[config.mk]
export PLATFORM = sky130hd
export DESIGN_NAME = mcfc_front
export DESIGN_NICKNAME = d
export VERILOG_FILES = /design/src/design/mcfc_pkg.sv /design/src/design/mcfc_front.sv
export SDC_FILE = /design/constraint.sdc
export NUM_CORES = 1
export LEC_CHECK = 0
export ABC_CLOCK_PERIOD_IN_PS = 1350
export BUFFER_PORTS_ARGS = -buffer_cell sky130_fd_sc_hd__buf_2
export CAP_MARGIN = 20
export CELL_PAD_IN_SITES_DETAIL_PLACEMENT = 0
export CELL_PAD_IN_SITES_GLOBAL_PLACEMENT = 2
export CORE_UTILIZATION = 10
export DETAILED_ROUTE_END_ITERATION = 8
export PLACE_DENSITY_LB_ADDON = 0.1
export SETUP_SLACK_MARGIN = 0.1
export SLEW_MARGIN = 20
export SYNTH_ARGS = -nofsm -noshare
export SYNTH_HDL_FRONTEND = slang
export SYNTH_SLANG_ARGS = --single-unit
[constraint.sdc]
create_clock -name vclk -period 1.35
set_input_delay 0.27 -clock vclk [all_inputs]
set_output_delay 0.27 -clock vclk [all_outputs]
set_load 0.03 [all_outputs]
[src/design/mcfc_pkg.sv]
`timescale 1ns / 1ps

package mcfc_pkg;

	// field widths
	localparam int AXIS_W  = 16;
	localparam int FMT_W   = 5;
	localparam int LCNT_W  = 5;
	localparam int TB_W    = 5;
	localparam int LVL_W   = 6;
	localparam int IDX_W   = 4;
	localparam int OFS_W   = 64;
	localparam int ALM_W   = 4;

	// stream payload widths, padded to whole bytes
	localparam int DIN_W   = 80;
	localparam int DOUT_W  = 264;

	// classified request handed from the front to the back
	typedef struct packed {
		logic [AXIS_W-1:0] width;
		logic [AXIS_W-1:0] height;
		logic [AXIS_W-1:0] depth;
		logic [AXIS_W-1:0] layers;
		logic [TB_W-1:0]   texel_bytes;
		logic [LVL_W-1:0]  levels;
		logic [ALM_W-1:0]  align_m1;
		logic              empty;
	} req_t;

endpackage

[src/design/mcfc_front.sv]
`timescale 1ns / 1ps

module mcfc_front #(
	parameter int MAX_LEVELS = 16
) (
	input  logic                       s_axis_tvalid,
	output logic                       s_axis_tready,
	input  logic [mcfc_pkg::DIN_W-1:0] s_axis_tdata,
	input  logic                       q_full,
	output logic                       q_push,
	output mcfc_pkg::req_t             q_req
);

	localparam logic [mcfc_pkg::LVL_W-1:0] MaxLv = mcfc_pkg::LVL_W'(MAX_LEVELS);

	logic [mcfc_pkg::FMT_W-1:0]  fmt;
	logic [mcfc_pkg::LCNT_W-1:0] lcnt;
	logic [mcfc_pkg::LVL_W-1:0]  lcnt_ext;
	logic [mcfc_pkg::TB_W-1:0]   tb;

	// texel size per format code
	function automatic logic [mcfc_pkg::TB_W-1:0] texel_bytes_of(
		input logic [mcfc_pkg::FMT_W-1:0] f);
		logic [mcfc_pkg::TB_W-1:0] r;
		case (f)
			5'd3: r = 5'd1;
			5'd4, 5'd5: r = 5'd2;
			5'd6, 5'd7, 5'd8, 5'd9, 5'd10, 5'd11, 5'd12, 5'd14, 5'd15: r = 5'd4;
			5'd13, 5'd16, 5'd17: r = 5'd8;
			5'd18: r = 5'd12;
			5'd19: r = 5'd16;
			default: r = 5'd0;
		endcase
		return r;
	endfunction

	// unpack and classify the request
	always_comb begin
		fmt      = s_axis_tdata[52:48];
		lcnt     = s_axis_tdata[57:53];
		lcnt_ext = {1'b0, lcnt};
		tb       = texel_bytes_of(fmt);
		q_req.width       = s_axis_tdata[15:0];
		q_req.height      = s_axis_tdata[31:16];
		q_req.depth       = s_axis_tdata[47:32];
		q_req.layers      = s_axis_tdata[73:58];
		q_req.texel_bytes = tb;
		q_req.levels      = (lcnt_ext > MaxLv) ? MaxLv : lcnt_ext;
		q_req.empty       = (tb == '0) || (lcnt == '0) || (s_axis_tdata[73:58] == '0);
		// staging alignment minus one: 4, 8 or 16 bytes
		if (tb > 5'd8) begin
			q_req.align_m1 = 4'd15;
		end else if (tb > 5'd4) begin
			q_req.align_m1 = 4'd7;
		end else begin
			q_req.align_m1 = 4'd3;
		end
	end

	assign s_axis_tready = !q_full;
	assign q_push        = s_axis_tvalid && !q_full;

endmodule

; After elaboration in Yosys (flattened, before gate mapping)
; Memories as Yosys holds them, arrays and structs flattened.
; Index checks and enable logic that the tools add are counted.
[word_totals]
register_bits = 0
mem_bits_ro = 160
inputBits = 82
out_inout_bits = 82
wordCells = 14
mem_count = 1
[memory_table]
columns = name, depth, word_bits, read_ports, rd_clocked_by_memory_dff, wr, line_no
row1 = (name not given), 32, 5, 1, 0, 0, mcfc_front.sv:25  ; case (f)
[classes]
order_cmp = 3
mux = 3
n_reduce_logical = 7
[ops]
columns = op, n
row1 = $logic_not 16->1, 1
row2 = $logic_not 5->1, 2
row3 = $gt 5x3->1 const B, 1
row4 = $gt 5x4->1 const B, 1
row5 = $gt 5x5->1 const B, 1
row6 = $mux 5, 1
row7 = $mux 4, 1
row8 = $mux 3, 1
row9 = $logic_or 1x1->1, 2
row10 = $logic_and 1x1->1, 1
row11 = $logic_not 1->1, 1

; Longest topological paths before layout
; Gate-level depths: netlist (run 1).
; An unclocked memory read counts as a cell.
[depth]
word_depth = 4
mapped_depth = 4

; Least setup slack after synthesis (run 1)
; OpenSTA, ideal clock, no wires.
[synth_timing]
kind = in2out
startpoint = in s_axis_tdata[49] in the netlist's numbering
endpoint = out q_req[14] in the netlist's numbering
t_arrival_ns = 1.387
t_required_ns = 1.080
path_slack_ns = -0.307
stages = 3
n_path_buf = 0
cell_sequence = and4bb_1 > a22o_1 > a21boi_1
[synth_lines]
columns = element, line_no
row1 = "start, declared", mcfc_front.sv:8  ; input logic [mcfc_pkg::DIN_W-1:0] s_axis_tdata,
row2 = "end, declared", mcfc_front.sv:11  ; output mcfc_pkg::req_t q_req

==> flow_metrics.env, run 1 <==
export IMPL_status="finished, violations left"
export IMPL_violations="setup timing"
export IMPL_antenna_cells=0
export IMPL_grt_usage_pct=3.912
export IMPL_fin_area_um2=870.8
export IMPL_place_area_um2=703.2
export IMPL_endpoint_kind="primary output"
export IMPL_regArea_um2=0
export IMPL_die_x_um=85.48
export IMPL_cp_cell_sequence="buf_6, or4_4, o2111ai_4, buf_6"
export IMPL_port_buffers=59
export IMPL_critPathRequiredTime_ps=1080
export IMPL_pin_count=164
export IMPL_grt_ovfl_total=0
export IMPL_avgViaCountPerCell=3.168
export IMPL_antenna_found_initial=0
export IMPL_dp_hpwl_um=1527
export IMPL_fillers=787
export IMPL_wl_um=1688
export IMPL_timing_critical_path_mode_cell="buf_6"
export IMPL_rsz0062_at_grt="true"
export IMPL_max_freq_mhz=660.0
export IMPL_num_rows=30
export IMPL_gr_usage_met3_pct=1.265
export IMPL_use_met1_pct=3.822
export IMPL_grt_pass1_vias=522
export IMPL_worstPathMaxFanout=2
export IMPL_post_route_drc_count=0
export IMPL_setup_viol=2
export IMPL_critPathLaunchType="primary input"
export IMPL_yosys_cell_types_count=22
export IMPL_crit_type="in2out"
export IMPL_place_congestion=0.6021
export IMPL_num_nets_final=183
export IMPL_ys_seq_area_share_pct=0
export IMPL_power_leakage_uw=0.0004177
export IMPL_ir_drop_mv=0.08532
export IMPL_hold_viol_final=0
export IMPL_flops_and_latches=0
export IMPL_die_h_um=85.48
export IMPL_finalMaxSlewViolations=0
export IMPL_initial_core_util_pct=10.31
export IMPL_finalCritPeriodShare_pct=112.2
export IMPL_fin_crit_ps=1515
export IMPL_vias=567
export IMPL_setup_slack_ps=-165.2
export IMPL_syn_avg_cell_area_um2=7.185
export IMPL_dr_pass1_iters=4
export IMPL_die_area_mm2=0.007307
export IMPL_min_path_type="in2out"
export IMPL_design_core_area_mm2=0.006756
export IMPL_grt_pass1_wl_um=2456
export IMPL_synth_area_um2=696.9
export IMPL_area_growth_pct=24.96
export IMPL_max_cap_violations=0
export IMPL_crit_arrival_ps=1250
export IMPL_cp_slowest_stage_delay_ps=530
export IMPL_grt_busiest_layer="met2"
export IMPL_multi_input_area_um2=286.5
export IMPL_clock_buffers=0
export IMPL_wl_per_cell_um=9.430
export IMPL_p_total_uw=322.2
export IMPL_p_per_area_mw_per_mm2=370.0
export IMPL_grt_max_degree=7
export IMPL_critPathSlowestCell="or4_4"
export IMPL_syn_instance_count=97
export IMPL_use_met2_pct=7.491
export IMPL_drt_iter0_drc=3
export IMPL_yosysWarnings=0
export IMPL_drive_gt1_share_pct=82.83
export IMPL_ant_nets=0
[critical path: cells and delay by family]
family / cells / cell delay, ps
compound gates: 1 / 190
buf+inv: 2 / 250
simple gates: 1 / 530
[final timing paths]
check / startpoint / slack [ps] / cells after the start / endpoint
setup / recovery: s_axis_tdata[55] / -170 / 4 / q_req[0]
hold / removal: s_axis_tdata[34] / 540 / 0 / q_req[34]
[area by class of cell]
type                            count  share of cell area [%]
Multi-Input combinational cell     28                   32.90
Timing Repair Buffer               69                   54.74
Inverter                            2                  0.8621
Tap cell                           80                   11.49
[cells in the mapped netlist, drive strengths merged]
library cell / count / area, um2
o2111ai: 1 / 8.760
nand2: 1 / 3.750
nor4b: 1 / 8.760
o22ai: 1 / 6.260
buf: 67 / 503.0
nor2b: 5 / 31.28
a22o: 1 / 8.760
or4: 1 / 7.510
and2: 1 / 6.260
o21ai: 1 / 5.000
and4b: 1 / 10.01
nand3: 1 / 5.000
clkbuf: 1 / 3.750
nor4: 4 / 25.02
conb: 2 / 7.510
a21boi: 1 / 7.510
inv: 2 / 7.510
a22oi: 1 / 7.510
nor2: 1 / 3.750
nand4: 1 / 6.260
a2111o: 1 / 11.26
and4bb: 1 / 12.51
[stage by stage]
stage	hold WS, ps	utilization, %	setup WS (ps)	cells	TNS (ps)
after floorplan	610.4	-	-146.3	98	-183.9
after global placement	540.2	10.41	-255.2	179	-547.8
after detailed placement	540.2	10.41	-270.8	179	-493.8
after CTS	540.2	12.06	-168.5	179	-186.3
after global routing	540.0	12.89	-194.5	179	-258.1
final	540.0	12.89	-165.2	179	-165.6
[cells in the final DEF (no fill, tap or decap), types with 2 or more instances in the layout]
cell / netlist / final
buf_6: 0 / 13
buf_8: 0 / 3
buf_2: 0 / 45
nor2b_1: 5 / 5
conb_1: 2 / 3
buf_4: 67 / 8
nor4_2: 0 / 2
[cell families after synthesis]
family	count (synthesis)	synth area share (%)
buf+inv	70	73.79
simple gates	18	17.23
compound gates	7	7.900
other cells	2	1.078
[routing by layer]
metal	wire length, um	part of all wire, %
met5	0	0
met2	915	54
met3	227	13
met1	492	29
met4	53	3.1
[timing repair]
| action | in CTS | in global routing |
|---|---|---|
| pin swaps | 8 | 2 |
| gates resized for setup | 26 | 13 |
| buffers inserted | 0 | 1 |
| hold buffers | 0 | 0 |
| setup endpoints to repair | 8 | 7 |
[power by group]
part	switching [uW]	internal, uW
Clock	0	0
Combinational	187	136
Sequential	0	0
Note: power is estimated with default switching activity, not from simulation.
==> run 2, diff against run 1 <==
Settings changed: ABC_CLOCK_PERIOD_IN_PS 1350 to 1210.
Clock period 1.35 ns to 1.21 ns, I/O delays scaled along.
==> flow_metrics.env, run 2 (same netlist as run 1, synthesis figures left out) <==
export IMPL_pin_count=164
export IMPL_setup_viol=3
export IMPL_ant_nets=0
export IMPL_p_per_area_mw_per_mm2=405.7
export IMPL_antenna_cells=0
export IMPL_flops_and_latches=0
export IMPL_grt_pass1_vias=605
export IMPL_die_h_um=85.48
export IMPL_grt_usage_pct=4.298
export IMPL_antenna_found_initial=0
export IMPL_fillers=783
export IMPL_timing_critical_path_mode_cell="buf_6"
export IMPL_regArea_um2=0
export IMPL_wl_per_cell_um=9.668
export IMPL_place_congestion=0.5996
export IMPL_drive_gt1_share_pct=84.62
export IMPL_cp_slowest_stage_delay_ps=530
export IMPL_critPathSlowestCell="or4_4"
export IMPL_final_cell_mix="buf_2 (43), buf_6 (17), buf_4 (10)"
export IMPL_finalSetupTns_ps=-354.5
export IMPL_num_rows=30
export IMPL_ir_drop_mv=0.07050
export IMPL_initial_core_util_pct=10.31
export IMPL_max_freq_mhz=685.3
export IMPL_finalCritPeriodShare_pct=120.6
export IMPL_grt_pass1_wl_um=2670
export IMPL_post_route_drc_count=0
export IMPL_drt_iter0_drc=3
export IMPL_min_path_type="in2out"
export IMPL_endpoint_kind="primary output"
export IMPL_dr_pass1_iters=2
export IMPL_cp_cell_sequence="buf_6, or4_4, o2111ai_4, buf_6"
export IMPL_power_leakage_uw=0.0004578
export IMPL_finalMaxSlewViolations=0
export IMPL_clock_buffers=0
export IMPL_die_area_mm2=0.007307
export IMPL_rsz0062_at_grt="true"
export IMPL_port_buffers=59
export IMPL_status="finished, violations left"
export IMPL_setup_slack_ps=-249.2
export IMPL_die_x_um=85.48
export IMPL_vias=582
export IMPL_worstPathMaxFanout=2
export IMPL_grt_max_degree=7
export IMPL_num_nets_final=188
export IMPL_avgViaCountPerCell=3.163
export IMPL_wl_um=1779
export IMPL_cts_hold_buf=0
export IMPL_critPathRequiredTime_ps=970
export IMPL_hold_viol_final=0
export IMPL_violations="setup timing"
export IMPL_area_growth_pct=38.06
export IMPL_grt_ovfl_total=0
export IMPL_fin_crit_ps=1459
export IMPL_layout_commonest_cell="buf_2"
export IMPL_dp_hpwl_um=1553
export IMPL_crit_arrival_ps=1220
export IMPL_multi_input_area_um2=312.8
export IMPL_max_cap_violations=0
export IMPL_critPathLaunchType="primary input"
export IMPL_post_place_ws_ps=-391.9
export IMPL_crit_type="in2out"
export IMPL_design_core_area_mm2=0.006756
-- run 2: final cells by class --
cell class	count	share of cell area (%)
timing repair buffer	74	56.31
tap	80	10.40
inverter	2	0.7802
multi-input combinational	28	32.51
-- run 2: worst paths after layout --
check  slack (ps)  cells after the start             start   endpoint
max          -250                      4  s_axis_tdata[55]   q_req[0]
min           480                      0  s_axis_tdata[46]  q_req[46]
-- run 2: through the flow --
stage / total power (uW) / hold slack (ps) / cells / area, um2 / utilization (%)
floorplan: 507.8 / 531.1 / 98 / 758.2 / -
global placement: 323.1 / 484.2 / 181 / 737.0 / 10.91
detailed placement: 319.9 / 484.2 / 181 / 737.0 / 10.91
CTS: 378.2 / 484.2 / 184 / 905.9 / 13.41
global route: 414.7 / 484.0 / 184 / 962.2 / 14.24
finish: 390.3 / 484.0 / 184 / 962.2 / 14.24
-- run 2: power breakdown --
group | switching [uW] | internal, uW | total, uW | leakage, uW
logic | 218 | 172 | 390 | 0.000458
clock network | 0 | 0 | 0 | 0
registers | 0 | 0 | 0 | 0
total | 218 | 172 | 390 | 0.000458
-- run 2: timing repair --
item,CTS,global route
gates resized for setup,39,10
setup buffers,3,0
endpoints found under the hold margin,0,0
gates cloned,0,0
setup endpoints to repair,8,8
pin swaps,9,2
-- run 2: critical path, delay by kind of cell --
family          cells  cell delay, ps
simple gates        1             530
buf+inv             2             250
compound gates      1             190
-- run 2: layer usage --
| metal | GRT usage (%) | vias to the layer above | wire, um | share of wire [%] |
|---|---|---|---|---|
| met4 | 1.212 | 0 | 28 | 1.6 |
| met1 | 3.880 | 254 | 547 | 31 |
| li1 | - | 265 | - | - |
| met3 | 1.167 | 10 | 212 | 12 |
| met5 | 0 | - | 0 | 0 |
| met2 | 9.091 | 53 | 991 | 56 |
==> run 3, diff against run 2 <==
Settings changed: ABC_CLOCK_PERIOD_IN_PS 1210 to 1700.
Clock period 1.21 ns to 1.7 ns, I/O delays scaled along.
==> flow_metrics.env, run 3 (same netlist as run 1, synthesis figures left out) <==
export IMPL_place_congestion=0.6102
export IMPL_setup_slack_ps=32.66
export IMPL_grt_usage_pct=3.710
export IMPL_wl_um=1623
export IMPL_drt_iter0_drc=6
export IMPL_die_area_mm2=0.007307
export IMPL_clock_buffers=0
export IMPL_antenna_cells=0
export IMPL_grt_pass1_wl_um=2263
export IMPL_cts_hold_buf=0
export IMPL_p_sw_share_pct=63.99
export IMPL_dp_cells=173
export IMPL_final_cells=174
export IMPL_worstPathMaxFanout=2
export IMPL_layout_commonest_cell="buf_2"
export IMPL_postLayoutCoreUtil_pct=10.57
export IMPL_pin_count=164
export IMPL_post_place_ws_ps=-102.5
export IMPL_p_per_area_mw_per_mm2=306.5
export IMPL_initial_core_util_pct=10.31
export IMPL_rsz0062_at_grt="true"
export IMPL_dp_hpwl_um=1422
export IMPL_final_cell_mix="buf_2 (54), nor2b_1 (5), buf_6 (5), buf_4 (5), conb_1 (3)"
export IMPL_grt_pass1_vias=477
export IMPL_port_buffers=59
export IMPL_finalMaxSlewViolations=0
export IMPL_internal_power_uw=78.85
export IMPL_place_area_um2=635.6
export IMPL_die_h_um=85.48
export IMPL_antenna_found_initial=0
export IMPL_num_nets_final=178
export IMPL_design_core_area_mm2=0.006756
export IMPL_vias=538
export IMPL_drive_gt1_share_pct=75.53
export IMPL_power_leakage_uw=0.0003659
export IMPL_critPathRequiredTime_ps=1360
export IMPL_max_cap_violations=0
export IMPL_crit_type="in2out"
export IMPL_ant_nets=0
export IMPL_seqPwrFrac_pct=0
export IMPL_endpoint_kind="primary output"
export IMPL_grt_ovfl_total=0
export IMPL_status="complete, no violations"
export IMPL_die_x_um=85.48
export IMPL_worstHoldStart="s_axis_tdata[35]"
export IMPL_post_route_drc_count=0
export IMPL_setup_viol=0
export IMPL_whs_path_depth=0
export IMPL_hold_viol_final=0
export IMPL_wl_per_cell_um=9.328
export IMPL_worstHoldEndpoint="q_req[35]"
export IMPL_flops_and_latches=0
export IMPL_dr_pass1_iters=3
export IMPL_regArea_um2=0
export IMPL_crit_arrival_ps=1330
export IMPL_area_growth_pct=2.513
export IMPL_grt_max_degree=8
export IMPL_fin_crit_ps=1667
export IMPL_comb_power_share_pct=100.0
export IMPL_num_rows=30
export IMPL_max_freq_mhz=599.8
export IMPL_ir_drop_mv=0.06003
export IMPL_clkPwrFrac_pct=0
export IMPL_avgViaCountPerCell=3.092
export IMPL_critPathLaunchType="primary input"
export IMPL_min_path_type="in2out"
export IMPL_fin_area_um2=714.4
export IMPL_finalCritPeriodShare_pct=98.08
export IMPL_power_switching_uw=140.1
## run 3: cell count changes in the layout (fill, tap and decap cells not counted), moves of 4 or more
cell   previous run  this run
buf_2            43        54
buf_4            10         5
buf_8             4         0
buf_6            17         5
## run 3: timing repair
action	in CTS	in global routing
endpoints found under the setup margin	1	2
gates resized for setup	5	10
cloned	0	0
setup buffers	0	1
pin swaps	2	4
## run 3: per-stage QoR
step,power [uW],hold slack (ps),setup TNS [ps]
after CTS,207.8,680.2,0
final,218.9,680.0,0
after floorplan,353.9,750.4,0
after global routing,232.4,680.0,-15.38
after detailed placement,201.0,680.2,-102.5
after global placement,203.6,680.2,-27.92
## run 3: critical path: stages
cell,delay (ps)
buf_6,90
or4_4,520
o2111ai_2,210
buf_6,160
## run 3: how the worst max path moves through the flow
| stage | startpoint | endpoint | slack (ps) |
|---|---|---|---|
| finish | s_axis_tdata[55] | q_req[0] | 30 |
| CTS | s_axis_tdata[55] | q_req[0] | 20 |
| detailed placement | s_axis_tdata[59] | q_req[0] | -100 |
| floorplan | s_axis_tdata[49] | q_req[14] | 60 |
| global route | s_axis_tdata[72] | q_req[0] | -20 |
| global placement | s_axis_tdata[54] | q_req[0] | -30 |
## run 3: per-layer routing
layer	wire, um	GRT usage (%)	up-vias
li1	-	-	244
met1	525	3.590	236
met2	868	7.636	48
met3	211	0.9728	10
met4	19	0.9091	0
met5	0	0	-
## run 3: final cells by class
| cell class | count | area [um2] |
|---|---|---|
| inverter | 2 | 7.507 |
| timing repair buffer | 64 | 364.1 |
| fill | 806 | 6042 |
| tap | 80 | 100.1 |
| multi-input combinational | 28 | 242.7 |
## run 3: power groups by stage
stage / combinational [uW] / sequential [uW] / clock, uW
2_1_floorplan: 354 / 0 / 0
3_3_place_gp: 204 / 0 / 0
3_5_place_dp: 201 / 0 / 0
4_1_cts: 208 / 0 / 0
5_1_grt: 232 / 0 / 0
6_report: 219 / 0 / 0
