**config.mk**
```make
export PLATFORM = sky130hd
export DESIGN_NAME = mcfc_queue
export DESIGN_NICKNAME = d
export VERILOG_FILES = /design/src/design/mcfc_pkg.sv /design/src/design/mcfc_queue.sv
export SDC_FILE = /design/constraint.sdc
export NUM_CORES = 1
export LEC_CHECK = 0
export BUFFER_PORTS_ARGS = -buffer_cell sky130_fd_sc_hd__buf_2
export CAP_MARGIN = 15
export CORE_UTILIZATION = 47
export DETAILED_ROUTE_END_ITERATION = 8
export PLACE_DENSITY = 0.71
export SYNTH_ARGS = -nofsm -noshare
export SYNTH_HDL_FRONTEND = slang
export SYNTH_SLANG_ARGS = --single-unit
```
**constraint.sdc**
```tcl
create_clock -name clk -period 4.5 [get_ports clk]
set_clock_uncertainty 0.1 [all_clocks]
set_input_delay 0.225 -clock clk [delete_from_list [all_inputs] [get_ports clk]]
set_output_delay 0.225 -clock clk [all_outputs]
set_load 0.02 [all_outputs]
```
**src/design/mcfc_pkg.sv**
```systemverilog
`timescale 1ns / 1ps

package mcfc_pkg;

	// field widths
	localparam int AXIS_W  = 16;
	localparam int FMT_W   = 5;
	localparam int LCNT_W  = 5;
	localparam int TB_W    = 5;
	localparam int LVL_W   = 6;
	localparam int IDX_W   = 4;
	localparam int OFS_W   = 64;
	localparam int ALM_W   = 4;

	// stream payload widths, padded to whole bytes
	localparam int DIN_W   = 80;
	localparam int DOUT_W  = 264;

	// classified request handed from the front to the back
	typedef struct packed {
		logic [AXIS_W-1:0] width;
		logic [AXIS_W-1:0] height;
		logic [AXIS_W-1:0] depth;
		logic [AXIS_W-1:0] layers;
		logic [TB_W-1:0]   texel_bytes;
		logic [LVL_W-1:0]  levels;
		logic [ALM_W-1:0]  align_m1;
		logic              empty;
	} req_t;

endpackage

```
**src/design/mcfc_queue.sv**
```systemverilog
`timescale 1ns / 1ps

module mcfc_queue (
	input  logic           clk,
	input  logic           arst_n,
	input  logic           push,
	input  mcfc_pkg::req_t push_req,
	output logic           full,
	input  logic           pop,
	output logic           avail,
	output mcfc_pkg::req_t pop_req
);

	mcfc_pkg::req_t entry_q [2];
	logic           wr_ptr_q;
	logic           rd_ptr_q;
	logic [1:0]     count_q;

	assign full    = (count_q == 2'd2);
	assign avail   = (count_q != 2'd0);
	assign pop_req = entry_q[rd_ptr_q];

	// entry storage
	always_ff @(posedge clk) begin
		if (push) begin
			entry_q[wr_ptr_q] <= push_req;
		end
	end

	// pointers and fill count
	always_ff @(posedge clk or negedge arst_n) begin
		if (!arst_n) begin
			wr_ptr_q <= 1'b0;
			rd_ptr_q <= 1'b0;
			count_q  <= 2'd0;
		end else begin
			if (push) begin
				wr_ptr_q <= !wr_ptr_q;
			end
			if (pop) begin
				rd_ptr_q <= !rd_ptr_q;
			end
			if (push && !pop) begin
				count_q <= count_q + 2'd1;
			end else if (pop && !push) begin
				count_q <= count_q - 2'd1;
			end
		end
	end

	a_no_overflow: assert property (@(posedge clk) disable iff (!arst_n)
		push |-> count_q != 2'd2) else $error("queue push while full");
	a_no_underflow: assert property (@(posedge clk) disable iff (!arst_n)
		pop |-> count_q != 2'd0) else $error("queue pop while empty");

endmodule

```
# ---- Word-level counts from Yosys, hierarchy flattened
# Memories as Yosys holds them, arrays and structs flattened.
# Cells that the tools add are included.
dict set report totals {
  ram_bits 160
  out_inout_bits 82
  input_bits 84
  word_cells 19
  register_bits 4
  n_memories 1
}
# memory depth width read_ports rd_clocked_by_memory_dff wr line
set mem_list {}
lappend mem_list {entry_q 2 80 1 0 1 mcfc_queue.sv:14} ;# mcfc_pkg::req_t entry_q [2];
dict set report op_classes {
  n_reduce_logical 8
  n_mux 4
  eq_ne 1
  n_addsub 2
}
# cell n
set ops {}
lappend ops {{$logic_not 1->1} 4}
lappend ops {{$mux 2} 2}
lappend ops {{$reduce_bool 2->1} 2}
lappend ops {{$add 2x1->2 const B} 1}
lappend ops {{$eq 2x2->1 const B} 1}
lappend ops {{$logic_and 1x1->1} 2}
lappend ops {{$mux 1} 2}
lappend ops {{$sub 2x1->2 const B} 1}

# ---- Logic depth before layout (Yosys ltp)
# Gate-level depths: netlist (run 1).
dict set report logic_depth {
  depth_word 4
  ltp_mapped 5
  ltp_nobuf 5
}

# ---- Worst setup path after synthesis (run 1)
# Ideal clock, no wire load.
dict set report synth_timing {
  kind {reg2reg}
  start {reg wr_ptr_q}
  end {mem entry_q[0][0] in the netlist's numbering, enable pin}
  synth_period_minus_slack_ns 4.578
  required_ns 3.872
  arrival_time_ns 3.950
  stages_incl_launch_ff 2
  path_slack_ns -0.078
  setup_ns 0.528
  path_buffers 0
  path_cell_list {dfrtp_1 > nor2b_1}
}
# element line
set synth_rtl {}
lappend synth_rtl {{from (decl)} mcfc_queue.sv:15} ;# logic wr_ptr_q;
lappend synth_rtl {{from (signal assigned)} mcfc_queue.sv:38} ;# wr_ptr_q <= !wr_ptr_q;
lappend synth_rtl {{to (decl)} mcfc_queue.sv:14}
# No word-level cell before the write port.

==> results_dict.tcl, run 1 <==
set metrics [dict create \
    synth_edf_count 160 \
    place_congestion 0.685 \
    grt_pass1_wl_microns 17300 \
    rows 42 \
    finish.utilization_pct 65.3 \
    power.density_nw_per_um2 610 \
    wl_per_cell_microns 15.6 \
    min_period_over_period_pct 60.3 \
    cts_buffers 17 \
    cts_setup_buffers 0 \
    layout_setup_ws_ns 1.79 \
    placed_area_sq_um 7270 \
    synthCells 265 \
    finalCriticalPeriod_ns 2.71 \
    ir_worst_vdd_v 0.000416 \
    slew_viol_final 0 \
    cts_resized 0 \
    ys.flop_type "edfxtp_1" \
    io_pins 166 \
    path_cells "buf_4 -> mux2_4 -> buf_2" \
    crit_required_ns 4.18 \
    die_h_microns 118 \
    cp-start-kind "flip-flop" \
    async_reset_ff_share_pct 2.44 \
    cts_tree "yes" \
    coreArea_sq_um 13200 \
    grt_pass1_vias 3543 \
    fin_tns_setup_ns 0 \
    crit_path_max_incr_delay_ns 0.91 \
    power_mw 5.27 \
    hold_viol_final 0 \
    clock_latency_ns 0.41 \
    grtUsageTotal_pct 16.6 \
    htreeDepth 4 \
    synth_top_area_cell "edfxtp_1" \
    crit_arrival_ns 2.39 \
    clockBufferDepth 2 \
    syn_to_final_growth_pct 35.9 \
    nFillCells 938 \
    num_vias 3314 \
    port_buffers 165 \
    setup_viol 0 \
    run_status "finished, final reports clean" \
    hp-class "input port to asynchronous set/reset pin" \
    synth_most_common_cell "edfxtp_1" \
    ys_top_cells_by_area "edfxtp_1 (76%), mux2_4 (19%), buf_12 (2.5%), dfrtp_1 (1.6%), xor2_1 (0.55%)" \
    leakage_nw 3.53 \
    synth_area_sq_um 6360 \
    ys_ff_latch 164 \
    clock_sinks 164 \
    tightest_slew_ns 1.10 \
    yosysSeqAreaShare_pct 77.1 \
    worst_path_max_delay_cell "dfrtp_4" \
    worst_setup_path_end_kind "output pin" \
    dr.pass1.iters 4 \
    drtAntennaViolNets 0 \
    synth_cell_type_count 14 \
    dieArea_sq_um 14000 \
    ys_top_cells_by_count "edfxtp_1 (160), mux2_4 (79), buf_12 (8), dfrtp_1 (4), xor2_1 (4)" \
    grt_max_degree 81 \
    postLayoutCellArea_sq_um 8650 \
    place_worst_setup_slack_ns 2.20 \
    hpwl_microns 6500 \
    overflow 0 \
    fp.dieW_microns 118 \
    first_iter_violations 143 \
    cts_root_buffer "clkbuf_16" \
    ys_warn_count 0 \
    layout.nets 611 \
    clkTransAtPathRegs_ns 0.06 \
    wl_microns 11100 \
    seqCellArea_sq_um 4910 \
    multiInputGateArea_sq_um 1290 \
    avgSynthCellArea_sq_um 24.0 \
    diodes 0 \
    holdBufCountCts 83 \
    antenna_found_initial 0 \
    start_util_pct 48.0 \
    synth_nets 350 \
    rsz0062_at_grt "no" \
    drc 0 \
    relSlewSlack_pct 26.5 \
    layout-drive-gt1-share_pct 52.1 \
    drv_cap 0 \
    cp_max_fo 38 \
    critPathKind "flip-flop to output pin" \
    fmax_mhz 369 \
    synth.top_cell.area_share_pct 75.5 \
    vias_per_cell 4.65 \
]
## flip-flops by register name, summed over array words and instances (netlist names)
| signal | count |
|---|---|
| entry_q | 160 |
| count_q | 2 |
| rd_ptr_q | 1 |
| wr_ptr_q | 1 |
## final timing paths
kind | start | slack (ns) | endpoint | cells after the start
worst min-delay path | arst_n | 0.06 | rd_ptr_q$_DFFE_PN0P_ | 2
max in group asynchronous | arst_n | 4.11 | rd_ptr_q$_DFFE_PN0P_ | 2
worst max-delay path | rd_ptr_q$_DFFE_PN0P_ | 1.79 | pop_req[33] | 3
worst min register to register | count_q[1]$_DFFE_PN0P_ | 0.39 | count_q[1]$_DFFE_PN0P_ | 1
worst max register to register | wr_ptr_q$_DFFE_PN0P_ | 2.32 | entry_q[0][37]$_DFFE_PP_ | 2
min in group clk | count_q[1]$_DFFE_PN0P_ | 0.39 | count_q[1]$_DFFE_PN0P_ | 1
## critical path: cells and delay by family, from the launching register on
| family | cells | cell delay (ns) |
|---|---|---|
| muxes | 1 | 0.34 |
| DFF | 1 | 0.91 |
| buffers and inverters | 2 | 0.70 |
## routing by layer
layer | vias up | global-route usage (%) | wire (microns)
li1 | 1566 | - | -
met1 | 1606 | 18.5 | 4450
met2 | 122 | 29.0 | 5680
met3 | 20 | 5.12 | 732
met4 | 0 | 8.01 | 238
met5 | - | 0 | 0
## stage by stage
stage,hold slack [ns],instances
after floorplan,-0.171,265
after global placement,-0.0677,600
after detailed placement,-0.0646,600
after CTS,0.0241,713
after global routing,0.0584,713
final,0.0582,713
## logic make-up (layout without fill, tap and decap cells)
logic type	count (synthesis)	count (layout)	share of synthesized area, %
buffers and inverters	10	282	2.75
DFF	164	164	77.1
muxes	80	80	18.8
xor gates and xnor gates	5	5	0.688
adders and majority gates	1	1	0.197
and+or+nand+nor	5	5	0.452
## where the power goes
group          internal [mW]  switching (mW)
Combinational          0.827           0.905
Sequential              2.04           0.175
Clock                  0.800           0.531
Total                   3.66            1.61
## cells in the final DEF (no fill, tap or decap), drive strengths merged, types with 2 or more instances in the layout
master and count:
edfxtp 160, mux2 80, dlygate4sd3 83, clkinvlp 3
buf 168, xor2 4, bufinv 2, nor2b 2
clkbuf 18, dfrtp 4, clkinv 7
## cell type report
class | count | share of cell area [%]
clock buffer | 18 | 4.96
timing repair buffer | 251 | 19.4
tap | 176 | 2.55
clock inverter | 12 | 1.35
sequential | 164 | 56.7
inverter | 1 | 0.0434
multi-input combinational | 91 | 14.9
(Power assumes the default switching activity.)
==> run 2: changes to the inputs <==
- CORE_UTILIZATION: 47 -> 52
- PLACE_DENSITY: 0.71 -> 0.75
- clock period: 4.5 -> 2.7 ns (I/O delays scaled with it)
==> results_dict.tcl, run 2 (synthesis results as in run 1) <==
set metrics [dict create \
    grt_pass1_vias 3645 \
    first_iter_violations 149 \
    cts_setup_buffers 0 \
    crit_required_ns 2.47 \
    reg.largest.list "entry_q: 160 flops, count_q: 2 flops" \
    antenna_found_initial 1 \
    largest_reg_flops 160 \
    seqCellArea_sq_um 4910 \
    nFillCells 722 \
    critPathKind "flip-flop to output pin" \
    relSlewSlack_pct 50.6 \
    worst_path_max_delay_cell "dfrtp_4" \
    switching_power_mw 2.75 \
    hp-class "input port to flip-flop" \
    switching_share_pct 30.5 \
    grt_max_degree 55 \
    fin_tns_setup_ns 0 \
    layout.nets 615 \
    layout-drive-gt1-share_pct 52.5 \
    power_frac_comb_pct 34.6 \
    drv_cap 0 \
    power.density_nw_per_um2 1030 \
    place_congestion 0.678 \
    drtAntennaViolNets 0 \
    ir_worst_vdd_v 0.000865 \
    fp.dieW_microns 113 \
    port_buffers 165 \
    htreeDepth 4 \
    cp-start-kind "flip-flop" \
    internal_power_mw 6.27 \
    clockBufferDepth 2 \
    syn_to_final_growth_pct 37.2 \
    cts_resized 0 \
    leakage_nw 3.58 \
    crit_path_max_incr_delay_ns 0.44 \
    clock_latency_ns 0.41 \
    drc 0 \
    rsz0062_at_grt "no" \
    pwr-share-seq_pct 39.2 \
    dr.pass1.iters 5 \
    path_cells "buf_12 -> mux2_4 -> buf_2" \
    run_status "finished, final reports clean" \
    clkTransAtPathRegs_ns 0.06 \
    tightest_slew_ns 0.741 \
    rows 40 \
    crit_arrival_ns 1.70 \
    clock_sinks 164 \
    start_util_pct 53.2 \
    hold_viol_final 0 \
    dieArea_sq_um 12700 \
    cp_max_fo 44 \
    grtUsageTotal_pct 18.8 \
    finalCriticalPeriod_ns 1.93 \
    path_delay_family "buffers and inverters" \
    wl_microns 11400 \
    cts_buffers 17 \
    cts_tree "yes" \
    coreArea_sq_um 12000 \
    slew_viol_final 0 \
    cts_root_buffer "clkbuf_16" \
    critPathBufInv 2 \
    hold_ws_ns 0.346 \
    regMostFlops "entry_q" \
    layout_setup_ws_ns 0.769 \
    vias_per_cell 4.87 \
    die_h_microns 113 \
    hpwl_microns 6970 \
    place_worst_setup_slack_ns 0.944 \
    min_period_over_period_pct 71.5 \
    io_pins 166 \
    final_cell_mix "buf_2 (165), edfxtp_1 (160), dlygate4sd3_1 (84)" \
    grt_pass1_wl_microns 17500 \
    setup_viol 0 \
    clock_power_share_pct 26.2 \
    power_mw 9.02 \
    fmax_mhz 518 \
    multiInputGateArea_sq_um 1290 \
    overflow 0 \
    num_vias 3364 \
    final_common_cell "buf_2" \
    worst_setup_path_end_kind "output pin" \
    wl_per_cell_microns 16.5 \
]
run 2: cell types whose count changed in the layout (fill, tap and decap cells not counted):
cell and change:
buf_12 +3, inv_6 +2, bufinv_16 +1, clkinv_2 -1, clkinv_4 +1, clkinvlp_4 -1
diode_2 +1, dlygate4sd3_1 +1
run 2: layer usage:
metal	up-vias	global-route usage, %	wire length, microns
met5	-	0	0
met4	0	10.1	255
met3	18	5.13	563
met2	117	33.1	6110
met1	1651	20.8	4480
li1	1578	-	-
run 2: per-stage QoR:
step	instances	cell area, sq um	util, %
floorplan	265	6370	-
global placement	574	7300	61.0
detailed placement	574	7300	61.0
CTS	690	8730	73.0
global route	691	8730	73.0
finish	691	8730	73.0
run 2: final timing paths:
check,cells after the start,slack (ns),startpoint,endpoint
hold / removal,2,0.35,push_req[78],entry_q[0][78]$_DFFE_PP_
min in group asynchronous,3,0.56,arst_n,wr_ptr_q$_DFFE_PN0P_
setup / recovery,3,0.77,rd_ptr_q$_DFFE_PN0P_,pop_req[54]
setup reg to reg,2,0.96,wr_ptr_q$_DFFE_PN0P_,entry_q[1][66]$_DFFE_PP_
hold reg to reg,1,0.41,count_q[1]$_DFFE_PN0P_,count_q[1]$_DFFE_PN0P_
max in group asynchronous,3,1.74,arst_n,rd_ptr_q$_DFFE_PN0P_
run 2: layout make-up:
| class | instances | share of cell area (%) |
|---|---|---|
| clock inverters | 14 | 1.83 |
| well taps | 147 | 2.11 |
| clock buffers | 18 | 4.92 |
| repair buffers | 255 | 20.0 |
| multi-input cells | 91 | 14.8 |
| diodes | 1 | 0.0287 |
| inverters | 1 | 0.0430 |
| flip-flops and latches | 164 | 56.2 |
run 2: power groups by stage:
| stage | Combinational, mW | Sequential [mW] | Clock [mW] |
|---|---|---|---|
| 2_1_floorplan | 2.45 | 3.54 | 0 |
| 3_3_place_gp | 3.02 | 3.55 | 0 |
| 3_5_place_dp | 3.05 | 3.59 | 0 |
| 4_1_cts | 3.16 | 3.54 | 2.41 |
| 5_1_grt | 3.30 | 3.57 | 2.51 |
| 6_report | 3.12 | 3.53 | 2.37 |
run 2: repair_timing:
item,CTS,global route
endpoints found under the hold margin,166,0
hold buffers,84,0
setup endpoints to repair,0,0
==> run 3: changes to the inputs <==
- CORE_UTILIZATION: 52 -> 47
- PLACE_DENSITY: 0.75 -> 0.71
- clock period: 2.7 -> 1.6 ns (I/O delays scaled with it)
==> results_dict.tcl, run 3 (synthesis results as in run 1) <==
set metrics [dict create \
    place_congestion 0.745 \
    tightest_slew_ns 0.297 \
    coreArea_sq_um 13200 \
    cts_buffers 17 \
    drtAntennaViolNets 0 \
    worst_path_max_delay_cell "dfrtp_4" \
    cts_tree "yes" \
    clockBufferDepth 2 \
    multiInputGateArea_sq_um 1300 \
    critPathKind "flip-flop to output pin" \
    layout-drive-gt1-share_pct 51.9 \
    critPathBufInv 2 \
    die_h_microns 118 \
    fp.dieW_microns 118 \
    fin_cells 725 \
    postLayoutCellArea_sq_um 9180 \
    finalCriticalPeriod_ns 1.84 \
    leakage_nw 3.74 \
    diodes 0 \
    setup_viol 80 \
    place_worst_setup_slack_ns 0.174 \
    ir_worst_vdd_v 0.00105 \
    clock_sinks 164 \
    finish.utilization_pct 69.3 \
    wl_microns 11800 \
    rsz0062_at_grt "yes" \
    seqCellArea_sq_um 4910 \
    grt_pass1_wl_microns 17700 \
    fin_tns_setup_ns -16.42 \
    dp_cells 608 \
    grt_pass1_vias 3627 \
    wl_per_cell_microns 16.3 \
    drv_cap 0 \
    hold_viol_final 0 \
    vias_per_cell 4.71 \
    htreeDepth 4 \
    cts_root_buffer "clkbuf_16" \
    path_delay_family "flip-flops" \
    clkTransAtPathRegs_ns 0.06 \
    run_status "complete, but fails checks" \
    first_iter_violations 214 \
    min_period_over_period_pct 115 \
    crit_path_max_incr_delay_ns 0.52 \
    power.density_nw_per_um2 1770 \
    grt_max_degree 36 \
    layout.nets 621 \
    largest_reg_flops 160 \
    violations "negative setup slack" \
    cp-start-kind "flip-flop" \
    grtUsageTotal_pct 17.1 \
    final_cell_mix "edfxtp_1 (160), buf_2 (118), dlygate4sd3_1 (84)" \
    hpwl_microns 6730 \
    regMostFlops "entry_q" \
    final_common_cell "edfxtp_1" \
    reg.largest.list "entry_q: 160 flops, count_q: 2 flops" \
    rows 42 \
    dr.pass1.iters 4 \
    port_buffers 165 \
    placed_area_sq_um 7430 \
    start_util_pct 48.0 \
    drc 0 \
    num_vias 3418 \
    dieArea_sq_um 14000 \
    slew_viol_final 0 \
    worst_setup_path_end_kind "output pin" \
    crit_arrival_ns 1.66 \
    clock_latency_ns 0.41 \
    nFillCells 856 \
    syn_to_final_growth_pct 44.3 \
    path_cells "buf_12 -> mux2_4 -> buf_2" \
    io_pins 166 \
    antenna_found_initial 0 \
    hp-class "input port to flip-flop" \
    cp_max_fo 25 \
    overflow 0 \
    relSlewSlack_pct 80.2 \
    fmax_mhz 544 \
    crit_required_ns 1.42 \
    layout_setup_ws_ns -0.238 \
]
==> run 3: cell count changes in the layout (fill, tap and decap cells not counted), moves of 2 or more <==
cell and delta:
clkinv_2 -3, buf_12 +5, buf_2 -47, buf_6 +47, inv_6 -2, clkbuf_1 +6, clkinvlp_4 -2
==> run 3: final cells by class <==
| class | instances | area share, % |
|---|---|---|
| sequential | 164 | 53.5 |
| timing repair buffer | 261 | 23.4 |
| multi-input combinational | 91 | 14.1 |
| clock buffer | 25 | 5.07 |
| tap | 176 | 2.40 |
| clock inverter | 7 | 1.46 |
| inverter | 1 | 0.0409 |
==> run 3: through the flow <==
| stage | power [mW] | hold slack, ns |
|---|---|---|
| 6_report | 16.3 | 0.288 |
| 5_1_grt | 16.9 | 0.279 |
| 4_1_cts | 15.9 | 0.268 |
| 3_5_place_dp | 11.4 | -0.203 |
| 3_3_place_gp | 11.3 | -0.206 |
| 2_1_floorplan | 10.1 | -0.316 |
==> run 3: power by group <==
| part | switching [mW] | internal (mW) |
|---|---|---|
| sequential | 0.287 | 5.71 |
| clock | 1.46 | 2.64 |
| combinational | 2.97 | 3.19 |
==> run 3: layer usage <==
layer	vias up	part of all wire [%]	track usage, %
met2	142	53	29.9
li1	1593	-	-
met3	17	5.5	5.12
met4	0	1.7	8.17
met5	-	0	0
met1	1666	40	18.9
==> run 3: worst paths after layout <==
kind | start | to | slack, ns | cells after the start
min | push_req[70] | entry_q[0][70]$_DFFE_PP_ | 0.29 | 2
min in group asynchronous | arst_n | count_q[0]$_DFFE_PN0P_ | 0.51 | 3
max reg2reg | wr_ptr_q$_DFFE_PN0P_ | entry_q[1][74]$_DFFE_PP_ | 0.22 | 2
max | rd_ptr_q$_DFFE_PN0P_ | pop_req[9] | -0.24 | 3
min reg2reg | count_q[1]$_DFFE_PN0P_ | count_q[1]$_DFFE_PN0P_ | 0.38 | 1
max in group asynchronous | arst_n | rd_ptr_q$_DFFE_PN0P_ | 0.68 | 3
==> run 3: timing repair <==
action                     in CTS  in global routing
pin swaps                       0                  0
gates resized for setup        32                 63
hold endpoints to repair      167                  0
setup endpoints to repair      80                 80
hold buffers                   84                  0
setup buffers                   0                  1
